File: src/rtl/pxocc_pkg.sv
// ----------------------------------------------------------------------------
// pxocc_pkg
// Shared codes and stage payload types for the pixel to occupancy cell pipe.
// ----------------------------------------------------------------------------
package pxocc_pkg;

    // Conversion rules (conversion rule register); code 3 gives unknown cells
    localparam logic [1:0] MODE_TRINARY = 2'd0;
    localparam logic [1:0] MODE_SCALE   = 2'd1;
    localparam logic [1:0] MODE_RAW     = 2'd2;

    // Colour formats (color_format register); code 3 is taken as gray
    localparam logic [1:0] FMT_GRAY = 2'd0;
    localparam logic [1:0] FMT_BGR  = 2'd1;
    localparam logic [1:0] FMT_BGRA = 2'd2;

    // Configuration register indexes
    localparam logic [2:0] REG_CONV_RULE  = 3'd0;
    localparam logic [2:0] REG_NEGATE     = 3'd1;
    localparam logic [2:0] REG_FREE_TH    = 3'd2;
    localparam logic [2:0] REG_OCC_TH     = 3'd3;
    localparam logic [2:0] REG_COLOR_FMT  = 3'd4;
    localparam logic [2:0] REG_MAP_WIDTH  = 3'd5;
    localparam logic [2:0] REG_MAP_HEIGHT = 3'd6;

    // Cell values
    localparam logic signed [7:0] CELL_UNKNOWN  = -8'sd1;
    localparam logic signed [7:0] CELL_FREE     = 8'sd0;
    localparam logic signed [7:0] CELL_OCCUPIED = 8'sd100;

    // Quotient bits of the scale divider (quotient never exceeds 100)
    localparam int QBITS = 7;

    // Floor of x/6 for x below 2048 as (x * RECIP6) >> 16
    localparam logic [13:0] RECIP6 = 14'd10923;

    typedef struct packed {
        logic [9:0]  sum;
        logic [9:0]  den;
        logic [9:0]  o_num;
        logic        gray;
        logic        transparent;
        logic [23:0] row_off;
        logic [11:0] column;
    } t_s1;

    typedef struct packed {
        logic [26:0] occ_den;
        logic [26:0] free_den;
        logic [25:0] o_sh;
        logic        transparent;
        logic [7:0]  pct;
        logic [23:0] addr_prod;
        logic [11:0] column;
    } t_s2;

    typedef struct packed {
        logic        above;
        logic        below;
        logic        transparent;
        logic [7:0]  pct;
        logic [26:0] diff;
        logic [26:0] bot;
        logic [23:0] addr;
    } t_s3;

    typedef struct packed {
        logic        above;
        logic        below;
        logic        transparent;
        logic [7:0]  pct;
        logic [33:0] rem;
        logic [26:0] bot;
        logic [QBITS-1:0] quot;
        logic [23:0] addr;
    } t_div;

endpackage

File: src/rtl/pixel_to_occupancy_cell.sv
// ----------------------------------------------------------------------------
// pixel_to_occupancy_cell
// Converts one map image pixel and its position into one occupancy grid cell
// value and the cell's address in a grid stored bottom row first. The block is
// a twelve stage pipeline that takes one pixel beat every cycle unless
// o_in_stall is raised, and presents the cell beats on the output in order;
// the length is set by the scale-mode rounding divider, which resolves one
// quotient bit per stage over seven stages. A stall on the result side
// holds only the stages that are full: empty stages keep filling, so the
// input keeps taking beats until the pipe is full. Shade is the channel
// mean (inverted alpha joins it in trinary mode for BGRA), occupancy is the
// shade or one minus it, and all threshold tests are exact integer products
// against the Q16 thresholds. Configuration registers are written through
// their own port, always ready, and must only change while no beat is in
// flight. Width and height writes take the low 13 data bits, and values
// above the smaller of MAX_DIMENSION and 8191 saturate to that value;
// addresses wrap modulo 2^24.
// ----------------------------------------------------------------------------
module pixel_to_occupancy_cell #(
    parameter int MAX_DIMENSION = 4096
) (
    input  logic               i_clk,
    input  logic               i_rst_n,
    // pixel channel
    input  logic               i_in_valid,
    output logic               o_in_stall,
    input  logic [7:0]         i_red_or_gray,
    input  logic [7:0]         i_green,
    input  logic [7:0]         i_blue,
    input  logic [7:0]         i_alpha,
    input  logic [11:0]        i_column,
    input  logic [11:0]        i_row,
    // cell channel
    output logic               o_out_valid,
    input  logic               i_out_stall,
    output logic signed [7:0]  o_cell_value,
    output logic [23:0]        o_cell_address,
    // configuration write channel
    input  logic               i_cfg_valid,
    output logic               o_cfg_ready,
    input  logic [2:0]         i_cfg_index,
    input  logic [16:0]        i_cfg_data
);

    // Saturation value for the dimension registers, limited to their width
    localparam int          CAP_INT = (MAX_DIMENSION > 8191) ? 8191 : MAX_DIMENSION;
    localparam logic [12:0] DIM_CAP = 13'(CAP_INT);

    localparam int QB      = pxocc_pkg::QBITS;
    localparam int DIV0    = 4;          // first divider stage in the valid chain
    localparam int NSTAGES = DIV0 + QB + 1;
    localparam int LAST    = NSTAGES - 1;

    // ------------------------------------------------------------------
    // Configuration registers
    // ------------------------------------------------------------------
    logic [1:0]  r_conv_rule;
    logic        r_negate;
    logic [16:0] r_free_th;
    logic [16:0] r_occ_th;
    logic [1:0]  r_color_fmt;
    logic [12:0] r_map_width;
    logic [12:0] r_map_height;
    logic [12:0] n_dim;

    assign o_cfg_ready = 1'b1;

    // Saturate an oversized dimension write
    always_comb begin
        n_dim = i_cfg_data[12:0];
        if ({19'd0, i_cfg_data[12:0]} > 32'(CAP_INT)) begin
            n_dim = DIM_CAP;
        end
    end

    always_ff @(posedge i_clk) begin
        if (!i_rst_n) begin
            r_conv_rule  <= pxocc_pkg::MODE_TRINARY;
            r_negate     <= 1'b0;
            r_free_th    <= 17'd16384;
            r_occ_th     <= 17'd42598;
            r_color_fmt  <= pxocc_pkg::FMT_GRAY;
            r_map_width  <= 13'd1;
            r_map_height <= 13'd1;
        end else if (i_cfg_valid && o_cfg_ready) begin
            unique case (i_cfg_index)
                pxocc_pkg::REG_CONV_RULE:  r_conv_rule  <= i_cfg_data[1:0];
                pxocc_pkg::REG_NEGATE:     r_negate     <= i_cfg_data[0];
                pxocc_pkg::REG_FREE_TH:    r_free_th    <= i_cfg_data;
                pxocc_pkg::REG_OCC_TH:     r_occ_th     <= i_cfg_data;
                pxocc_pkg::REG_COLOR_FMT:  r_color_fmt  <= i_cfg_data[1:0];
                pxocc_pkg::REG_MAP_WIDTH:  r_map_width  <= n_dim;
                pxocc_pkg::REG_MAP_HEIGHT: r_map_height <= n_dim;
                default: ;  // unknown index: drop the write
            endcase
        end
    end

    // ------------------------------------------------------------------
    // Flow control: a stage takes new data when it is empty or when the
    // stage after it is moving. Empty stages therefore keep filling while
    // the output is stalled.
    // ------------------------------------------------------------------
    logic [LAST:0]   r_vld;
    logic [NSTAGES:0] w_adv;

    assign w_adv[NSTAGES] = !i_out_stall;

    for (genvar k = 0; k < NSTAGES; k++) begin : g_adv
        assign w_adv[k] = !r_vld[k] || w_adv[k+1];
    end

    assign o_in_stall  = !w_adv[0];
    assign o_out_valid = r_vld[LAST];

    always_ff @(posedge i_clk) begin
        if (!i_rst_n) begin
            r_vld <= '0;
        end else begin
            if (w_adv[0]) begin
                r_vld[0] <= i_in_valid;
            end
            for (int k = 1; k < NSTAGES; k++) begin
                if (w_adv[k]) begin
                    r_vld[k] <= r_vld[k-1];
                end
            end
        end
    end

    // ------------------------------------------------------------------
    // Stage 1: channel sum, denominator, occupancy numerator, row offset
    // ------------------------------------------------------------------
    pxocc_pkg::t_s1 n_s1, r_s1;
    logic           w_rgb;
    logic           w_bgra;

    always_comb begin
        w_rgb  = (r_color_fmt == pxocc_pkg::FMT_BGR) || (r_color_fmt == pxocc_pkg::FMT_BGRA);
        w_bgra = (r_color_fmt == pxocc_pkg::FMT_BGRA);

        n_s1             = '0;
        n_s1.gray        = !w_rgb;
        n_s1.transparent = w_bgra && (i_alpha != 8'hFF);
        if (!w_rgb) begin
            n_s1.sum = 10'(i_red_or_gray);
            n_s1.den = 10'd255;
        end else if (w_bgra && (r_conv_rule == pxocc_pkg::MODE_TRINARY)) begin
            // inverted alpha counts as a fourth channel
            n_s1.sum = 10'(i_red_or_gray) + 10'(i_green) + 10'(i_blue)
                     + 10'(8'hFF - i_alpha);
            n_s1.den = 10'd1020;
        end else begin
            n_s1.sum = 10'(i_red_or_gray) + 10'(i_green) + 10'(i_blue);
            n_s1.den = 10'd765;
        end
        n_s1.o_num   = r_negate ? n_s1.sum : (n_s1.den - n_s1.sum);
        // height - row - 1, wrapping
        n_s1.row_off = 24'(r_map_height) - 24'(i_row) - 24'd1;
        n_s1.column  = i_column;
    end

    always_ff @(posedge i_clk) begin
        if (w_adv[0]) begin
            r_s1 <= n_s1;
        end
    end

    // ------------------------------------------------------------------
    // Stage 2: threshold products, raw percentage, address product
    // ------------------------------------------------------------------
    pxocc_pkg::t_s2 n_s2, r_s2;
    logic [10:0]    w_raw_x;
    logic [24:0]    w_raw_prod;
    logic [36:0]    w_addr_full;

    always_comb begin
        n_s2             = '0;
        n_s2.occ_den     = 27'(r_occ_th) * 27'(r_s1.den);
        n_s2.free_den    = 27'(r_free_th) * 27'(r_s1.den);
        n_s2.o_sh        = {r_s1.o_num, 16'd0};
        n_s2.transparent = r_s1.transparent;
        // raw mode with three channels: (2*sum + 3) / 6, rounded half up
        w_raw_x    = {r_s1.sum, 1'b0} + 11'd3;
        w_raw_prod = 25'(w_raw_x) * 25'(pxocc_pkg::RECIP6);
        n_s2.pct   = r_s1.gray ? r_s1.sum[7:0] : w_raw_prod[23:16];
        w_addr_full    = 37'(r_map_width) * 37'(r_s1.row_off);
        n_s2.addr_prod = w_addr_full[23:0];
        n_s2.column    = r_s1.column;
    end

    always_ff @(posedge i_clk) begin
        if (w_adv[1]) begin
            r_s2 <= n_s2;
        end
    end

    // ------------------------------------------------------------------
    // Stage 3: compare against thresholds, form dividend and divisor bases
    // ------------------------------------------------------------------
    pxocc_pkg::t_s3 n_s3, r_s3;

    always_comb begin
        n_s3             = '0;
        n_s3.above       = r_s2.occ_den < 27'(r_s2.o_sh);
        n_s3.below       = 27'(r_s2.o_sh) < r_s2.free_den;
        n_s3.transparent = r_s2.transparent;
        n_s3.pct         = r_s2.pct;
        // only meaningful between the thresholds, where neither goes negative
        n_s3.diff        = 27'(r_s2.o_sh) - r_s2.free_den;
        n_s3.bot         = r_s2.occ_den - r_s2.free_den;
        n_s3.addr        = r_s2.addr_prod + 24'(r_s2.column);
    end

    always_ff @(posedge i_clk) begin
        if (w_adv[2]) begin
            r_s3 <= n_s3;
        end
    end

    // ------------------------------------------------------------------
    // Stage 4: scale the dividend by 100
    // ------------------------------------------------------------------
    pxocc_pkg::t_div n_s4, r_s4;

    always_comb begin
        n_s4             = '0;
        n_s4.above       = r_s3.above;
        n_s4.below       = r_s3.below;
        n_s4.transparent = r_s3.transparent;
        n_s4.pct         = r_s3.pct;
        n_s4.rem         = 34'(r_s3.diff) * 34'(100);
        n_s4.bot         = r_s3.bot;
        n_s4.quot        = '0;
        n_s4.addr        = r_s3.addr;
    end

    always_ff @(posedge i_clk) begin
        if (w_adv[3]) begin
            r_s4 <= n_s4;
        end
    end

    // ------------------------------------------------------------------
    // Divider: one restoring step per stage, most significant bit first
    // ------------------------------------------------------------------
    pxocc_pkg::t_div r_dv [QB];

    for (genvar j = 0; j < QB; j++) begin : g_div
        localparam int BIT = QB - 1 - j;

        pxocc_pkg::t_div w_in;
        pxocc_pkg::t_div n_dv;
        logic [33:0]     w_trial;

        if (j == 0) begin : g_first
            assign w_in = r_s4;
        end else begin : g_next
            assign w_in = r_dv[j-1];
        end

        always_comb begin
            n_dv    = w_in;
            w_trial = 34'(w_in.bot) << BIT;
            if (w_in.rem >= w_trial) begin
                n_dv.rem       = w_in.rem - w_trial;
                n_dv.quot[BIT] = 1'b1;
            end
        end

        always_ff @(posedge i_clk) begin
            if (w_adv[DIV0 + j]) begin
                r_dv[j] <= n_dv;
            end
        end
    end

    // ------------------------------------------------------------------
    // Output stage: round half to even, pick the cell value by mode
    // ------------------------------------------------------------------
    pxocc_pkg::t_div  w_fin;
    logic [34:0]      w_two_r;
    logic             w_round_up;
    logic [QB-1:0]    w_qr;
    logic signed [7:0] w_scaled;
    logic signed [7:0] n_cell;
    logic signed [7:0] r_cell;
    logic [23:0]      r_addr;

    assign w_fin = r_dv[QB-1];

    always_comb begin
        w_two_r    = {w_fin.rem, 1'b0};
        w_round_up = (w_two_r > 35'(w_fin.bot))
                  || ((w_two_r == 35'(w_fin.bot)) && w_fin.quot[0]);
        w_qr       = w_fin.quot + QB'(w_round_up);
        // equal thresholds leave nothing to scale: give free
        w_scaled   = (w_fin.bot == '0) ? pxocc_pkg::CELL_FREE : 8'(w_qr);

        unique case (r_conv_rule)
            pxocc_pkg::MODE_TRINARY: begin
                if (w_fin.above) begin
                    n_cell = pxocc_pkg::CELL_OCCUPIED;
                end else if (w_fin.below) begin
                    n_cell = pxocc_pkg::CELL_FREE;
                end else begin
                    n_cell = pxocc_pkg::CELL_UNKNOWN;
                end
            end
            pxocc_pkg::MODE_SCALE: begin
                if (w_fin.transparent) begin
                    n_cell = pxocc_pkg::CELL_UNKNOWN;
                end else if (w_fin.above) begin
                    n_cell = pxocc_pkg::CELL_OCCUPIED;
                end else if (w_fin.below) begin
                    n_cell = pxocc_pkg::CELL_FREE;
                end else begin
                    n_cell = w_scaled;
                end
            end
            pxocc_pkg::MODE_RAW: begin
                n_cell = (w_fin.pct <= 8'd100) ? signed'(w_fin.pct)
                                               : pxocc_pkg::CELL_UNKNOWN;
            end
            default: begin
                n_cell = pxocc_pkg::CELL_UNKNOWN;
            end
        endcase
    end

    always_ff @(posedge i_clk) begin
        if (w_adv[LAST]) begin
            r_cell <= n_cell;
            r_addr <= w_fin.addr;
        end
    end

    assign o_cell_value   = r_cell;
    assign o_cell_address = r_addr;

endmodule

File: config.mk
export PLATFORM = sky130hd
export DESIGN_NAME = pixel_to_occupancy_cell
export DESIGN_NICKNAME = d
export VERILOG_FILES = /design/src/rtl/pxocc_pkg.sv /design/src/rtl/pixel_to_occupancy_cell.sv
export SDC_FILE = /design/constraint.sdc
export NUM_CORES = 2
export LEC_CHECK = 0
export ABC_AREA = 1
export BUFFER_PORTS_ARGS = -buffer_cell sky130_fd_sc_hd__buf_2
export CAP_MARGIN = 30
export CORE_ASPECT_RATIO = 1.1
export CORE_UTILIZATION = 35
export CTS_CLUSTER_SIZE = 24
export DETAILED_ROUTE_END_ITERATION = 16
export PLACE_DENSITY_LB_ADDON = 0.1
export SYNTH_ARGS = -nofsm -noshare
export SYNTH_HDL_FRONTEND = slang
export SYNTH_SLANG_ARGS = --single-unit
File: constraint.sdc
create_clock -name i_clk -period 12.4 [get_ports i_clk]
set_input_delay 2.48 -clock i_clk [delete_from_list [all_inputs] [get_ports i_clk]]
set_output_delay 2.48 -clock i_clk [all_outputs]
set_load 0.01 [all_outputs]
Word-level counts from Yosys, hierarchy flattened. Memories as Yosys holds them, arrays and structs flattened. Cells that the tools add are included. W data, S select, Z words.

Register bits after elaboration: 469. Memory bits (writable): 721. Input port bits: 81. Output and inout port bits: 35. Word-level logic and storage cells: 181. Memories: 1.

Memories: r_dv (depth 7, width 103, read ports 7, clocked after Yosys merged registers in 0, write ports 7, RTL line pixel_to_occupancy_cell.sv:247) `pxocc_pkg::t_div r_dv [QB];`.

$add $sub $neg: 19. Multipliers: 5. Magnitude comparators: 12. Eq/ne operators: 12. Multiplexer cells: 41. Reduce and logical (&&, ||, !) cells: 42.

Operator list (count): $mux W34 (7); $mul A17 B10 Y27 (2); $mux W20 (2); $mux W8 (5); $eq A35 B27 Y1 (1); $gt A35 B27 Y1 (1); $ge A34 B27 Y1 (1); $ge A34 B28 Y1 (1); $ge A34 B29 Y1 (1); $ge A34 B30 Y1 (1); $ge A34 B31 Y1 (1); $ge A34 B32 Y1 (1); $ge A34 B33 Y1 (1); $sub A34 B27 Y34 (1); $sub A34 B28 Y34 (1); $sub A34 B29 Y34 (1); $sub A34 B30 Y34 (1); $sub A34 B31 Y34 (1); $sub A34 B32 Y34 (1); $sub A34 B33 Y34 (1); $mul A27 B5 Y32 const B (1); $logic_not A27 Y1 (1); $lt A26 B27 Y1 (1); $lt A27 B26 Y1 (1); other kinds (33) (95).

Depth between registers and ports, before layout.
Depth in word-level cells: 14. Mapped depth: 30. Depth with buffers taken out: 30.

Worst setup path after synthesis. No wires, ideal clock.

Path type: in2out. Start point: in i_out_stall. End point: out o_in_stall. Arrival: 10.552 ns. Data required time: 9.920 ns. Path slack: -0.632 ns. Cell stages on the path: 14. Path buffers: 0. Cell sequence: nand2_1 > nor2_2 > inv_2 > nor2_4 > nand2_2 > nor2_4 > nand2_2 > nor2_4 > nand2_2 > nor2_2 > nand2_2 > nor2_2 > nand2_2 > inv_2.

Cells in the longest elaborated chain, start to end: 14.

Ends and longest elaborated chain: from (decl) (RTL line pixel_to_occupancy_cell.sv:35) `input logic i_out_stall,`; $logic_not A1 Y1 (RTL line pixel_to_occupancy_cell.sv:107) `assign w_adv[NSTAGES] = !i_out_stall;`; $logic_or A1 B1 Y1 (2 in series) (RTL line pixel_to_occupancy_cell.sv:110) `assign w_adv[k] = !r_vld[k] || w_adv[k+1];`; named net w_adv[10] (RTL line pixel_to_occupancy_cell.sv:105) `logic [NSTAGES:0] w_adv;`; $logic_or A1 B1 Y1 (2 in series) (RTL line pixel_to_occupancy_cell.sv:110); named net w_adv[8] (RTL line pixel_to_occupancy_cell.sv:105); $logic_or A1 B1 Y1 (2 in series) (RTL line pixel_to_occupancy_cell.sv:110); named net w_adv[6] (RTL line pixel_to_occupancy_cell.sv:105); $logic_or A1 B1 Y1 (2 in series) (RTL line pixel_to_occupancy_cell.sv:110); named net w_adv[4] (RTL line pixel_to_occupancy_cell.sv:105); $logic_or A1 B1 Y1 (2 in series) (RTL line pixel_to_occupancy_cell.sv:110); named net w_adv[2] (RTL line pixel_to_occupancy_cell.sv:105); $logic_or A1 B1 Y1 (2 in series) (RTL line pixel_to_occupancy_cell.sv:110); $logic_not A1 Y1 (RTL line pixel_to_occupancy_cell.sv:113) `assign o_in_stall = !w_adv[0];`; to (decl) (RTL line pixel_to_occupancy_cell.sv:26) `output logic o_in_stall,`.

The timed path passes the listed nets, and every way through them passes these cells.

Worst setup path after layout.
Start point: in i_out_stall. End point: out o_in_stall.

Cells in the longest elaborated chain, start to end: 14.

Ends and longest elaborated chain (RTL line): $logic_not A1 Y1 (pixel_to_occupancy_cell.sv:107); $logic_or A1 B1 Y1 (pixel_to_occupancy_cell.sv:110); named net w_adv[11] (pixel_to_occupancy_cell.sv:105); $logic_or A1 B1 Y1 (pixel_to_occupancy_cell.sv:110); named net w_adv[10] (pixel_to_occupancy_cell.sv:105); $logic_or A1 B1 Y1 (2 in series) (pixel_to_occupancy_cell.sv:110); named net w_adv[8] (pixel_to_occupancy_cell.sv:105); $logic_or A1 B1 Y1 (2 in series) (pixel_to_occupancy_cell.sv:110); named net w_adv[6] (pixel_to_occupancy_cell.sv:105); $logic_or A1 B1 Y1 (2 in series) (pixel_to_occupancy_cell.sv:110); named net w_adv[4] (pixel_to_occupancy_cell.sv:105); $logic_or A1 B1 Y1 (2 in series) (pixel_to_occupancy_cell.sv:110); named net w_adv[2] (pixel_to_occupancy_cell.sv:105); $logic_or A1 B1 Y1 (2 in series) (pixel_to_occupancy_cell.sv:110); $logic_not A1 Y1 (pixel_to_occupancy_cell.sv:113).

The timed path passes the listed nets, and every way through them passes these cells.

==> metrics.csv <==
metric,value,unit
maxSlewViolCount,0,
path_delay_family,simple AND/OR/NAND/NOR gates,
grt_antenna_before_repair,2,
crit_path_max_fanout,50,
worst_pin_slew,989.7,ps
slowest_stage,nand2_4,
ys_seq_area_share,43.23,%
worst-path-buf-inv,5,
dr.pass1.iters,11,
finalNonFillerCells,11074,
placement.io_buffers,114,
fin_skew,39.48,ps
rows,180,
clockRootBuffer,clkbuf_16,
layout-drive-gt1-share,6.348,%
design.core.area,219400,sq um
min_to,g_div[0].n_dv[14],
async_flop_share,0,%
synthCells,7868,
reg2reg_from,r_s1[58],
routedWlPerCell,18.00,microns
via_per_inst,4.704,
finalNetCount,9228,
io_pins,116,
finalSetupTns,0,ps
hold_path_class,reg -> reg,
arrival,6520,ps
synth-edff-count,1065,
hold_start,n_s4[14],
initial_core_util,35.35,%
critical_path_required,9920,ps
die-width,450.8,microns
ys_ff_latch,1142,
path_class,in -> out,
die_h,495.7,microns
drc,4,
cts_tree,done,
r2r_setup_slack,6310,ps
whs,402.7,ps
place_hpwl,164.5,mm
wl,199.4,mm
drtAntennaViolNets,0,
cp_cell_sequence,"buf_2, nand2_2, buf_4, nor2_2, inv_4, nor2_4, nand2_4, nor2_4, nand2_4, nor2_4, nand2_4, nor2_2, nand2_4, nor2_2, nand2_2, inv_2, buf_2",
cts_buffers,139,
cp-end-kind,output port,
drv_cap,0,
period_share,72.62,%
grt-ovfl-total,0,
cpPeakStageDelay,380,ps
start_kind,input port,
slew_headroom,33.51,%
violations,design-rule violations,
first_iter_violations,2142,
crit_top_cell,nand2_4,
worst_r2r_path_depth,25,
clk_path_buf_depth,3,
hold_depth,0,
dieArea,223500,sq um
synthesis.area,77550,sq um
run_status,finished with violations,
synth_nets,9047,
ctsResizeCount,0,
worstReg2RegEnd,n_s3[83],
h-tree-depth,4,
grt_pass1_wl,306.6,mm
path_clk_slew,60,ps
ys_warn_count,0,
gp_congestion,0.9372,
period_needed,9005,ps
synth_cell_types,74,
synth_flop_cell,edfxtp_1,
clock_latency,810,ps
grt_use_total,17.80,%
synth_area_per_cell,9.856,sq um
area_growth,11.19,%
clock_sinks,1142,
hold_viol_final,0,
grt_max_degree,64,
rsz0062_at_grt,no,
dp_cells,10820,
hold_buffers,0,
clock.fmax,0.1111,GHz
via_count,52092,
grt_pass1_vias,54591,
setup_viol,0,
cts_setup_buffers,0,
## state kept, by name, indices dropped and copies added (netlist names)
name / count
r_dv: 689
r_s2: 100
g_div.n_dv: 62
n_s4: 62
g_div.w_in: 32
r_s1: 29
r_s3: 27
o_cell_address: 24
n_s2: 23
r_free_th: 17
r_occ_th: 17
r_map_height: 13
r_map_width: 13
r_vld: 12
n_s3: 9
o_cell_value: 8
r_color_fmt: 2
r_conv_rule: 2
r_negate: 1
## cells in the mapped netlist (7+ instances only)
cell type | number | area share (%)
inv_1 | 1508 | 7.3
nand2_1 | 1434 | 6.9
edfxtp_1 | 1065 | 41
ha_1 | 627 | 10
a21oi_1 | 491 | 3.2
fa_1 | 471 | 12
nor2_1 | 421 | 2.0
o21ai_0 | 380 | 2.5
xor2_1 | 227 | 2.6
nand3_1 | 224 | 1.4
xnor2_1 | 171 | 1.9
dfxtp_1 | 77 | 2.0
nor3_1 | 70 | 0.45
clkbuf_1 | 69 | 0.33
nand4_1 | 65 | 0.52
o21ai_1 | 61 | 0.39
a21o_1 | 43 | 0.42
nand2_2 | 39 | 0.31
nor4_1 | 35 | 0.28
o21bai_1 | 35 | 0.34
o21ai_2 | 34 | 0.38
nand3b_1 | 30 | 0.29
a31oi_1 | 28 | 0.23
or2_2 | 28 | 0.23
buf_6 | 20 | 0.29
o21a_1 | 19 | 0.18
a21boi_0 | 18 | 0.17
a211oi_1 | 16 | 0.15
o211ai_1 | 16 | 0.15
a221oi_1 | 12 | 0.14
buf_2 | 12 | 0.077
inv_2 | 10 | 0.048
o31ai_1 | 10 | 0.097
a21oi_2 | 9 | 0.10
nor2_2 | 8 | 0.065
o221ai_1 | 7 | 0.079
## area by class of cell
type | instances | area (sq um)
inverter | 1522 | 5733
tap | 2912 | 3643
clock inverter | 74 | 1047
antenna | 2 | 5.005
sequential | 1142 | 33520
fill | 21909 | 133100
clock buffer | 178 | 3705
timing repair buffer | 147 | 810.8
multi-input combinational | 5097 | 37760
## logic make-up after synthesis
| kind of cell | share of synthesized area, % |
|---|---|
| xor+xnor | 4.516 |
| simple gates | 13.04 |
| fa+ha+maj | 22.28 |
| other cells | 0.004836 |
| buf+inv | 8.119 |
| flops | 43.23 |
| compound gates | 8.821 |
## worst register-to-register path: cells and delay by family, from the launching register on
| family | cells | cell delay [ps] |
|---|---|---|
| compound gates | 2 | 370 |
| xor+xnor | 1 | 200 |
| fa+ha+maj | 6 | 2700 |
| buf+inv | 5 | 490 |
| flops | 1 | 380 |
| simple gates | 11 | 1690 |
## stage by stage
step / util, % / cell area (sq um) / worst slack [ps]
after global placement: 37.13 / 81450 / 3301
after CTS: 39.30 / 86220 / 3241
after detailed placement: 37.14 / 81470 / 3256
after floorplan: - / 77560 / 326.8
after global routing: 39.31 / 86220 / 2909
final: 39.31 / 86220 / 3395
## how the worst max path moves through the flow
stage                           start          to  depth (start not counted)
final                     i_out_stall  o_in_stall                         17
after floorplan           i_out_stall  o_in_stall                         14
after global placement    i_out_stall  o_in_stall                         17
after detailed placement  i_out_stall  o_in_stall                         17
after global routing      i_out_stall  o_in_stall                         17
after CTS                 i_out_stall  o_in_stall                         17
## layout by cell type, fill, tap and decap left out, drive strengths merged, types with 50 or more instances in the layout
cell,instances
buf,147
nor2,433
ha,627
xor2,227
nand4,65
dfxtp,77
fa,471
clkbuf,178
nand2,1474
xnor2,172
a21oi,501
clkinv,50
edfxtp,1065
nor3,74
nand3,231
o21ai,475
inv,1525
## routing by layer
layer  vias up  part of all wire (%)  global-route usage (%)
met3       343                   2.4                   2.014
met1     24795                    39                   19.19
met5         -                     0                       0
li1      26266                     -                       -
met2       688                    54                   34.42
met4         0                   4.5                   8.178
Power is left out: the tool's default activity adds up to more than one toggle a clock period on the data nets, which glitch-free logic cannot reach.
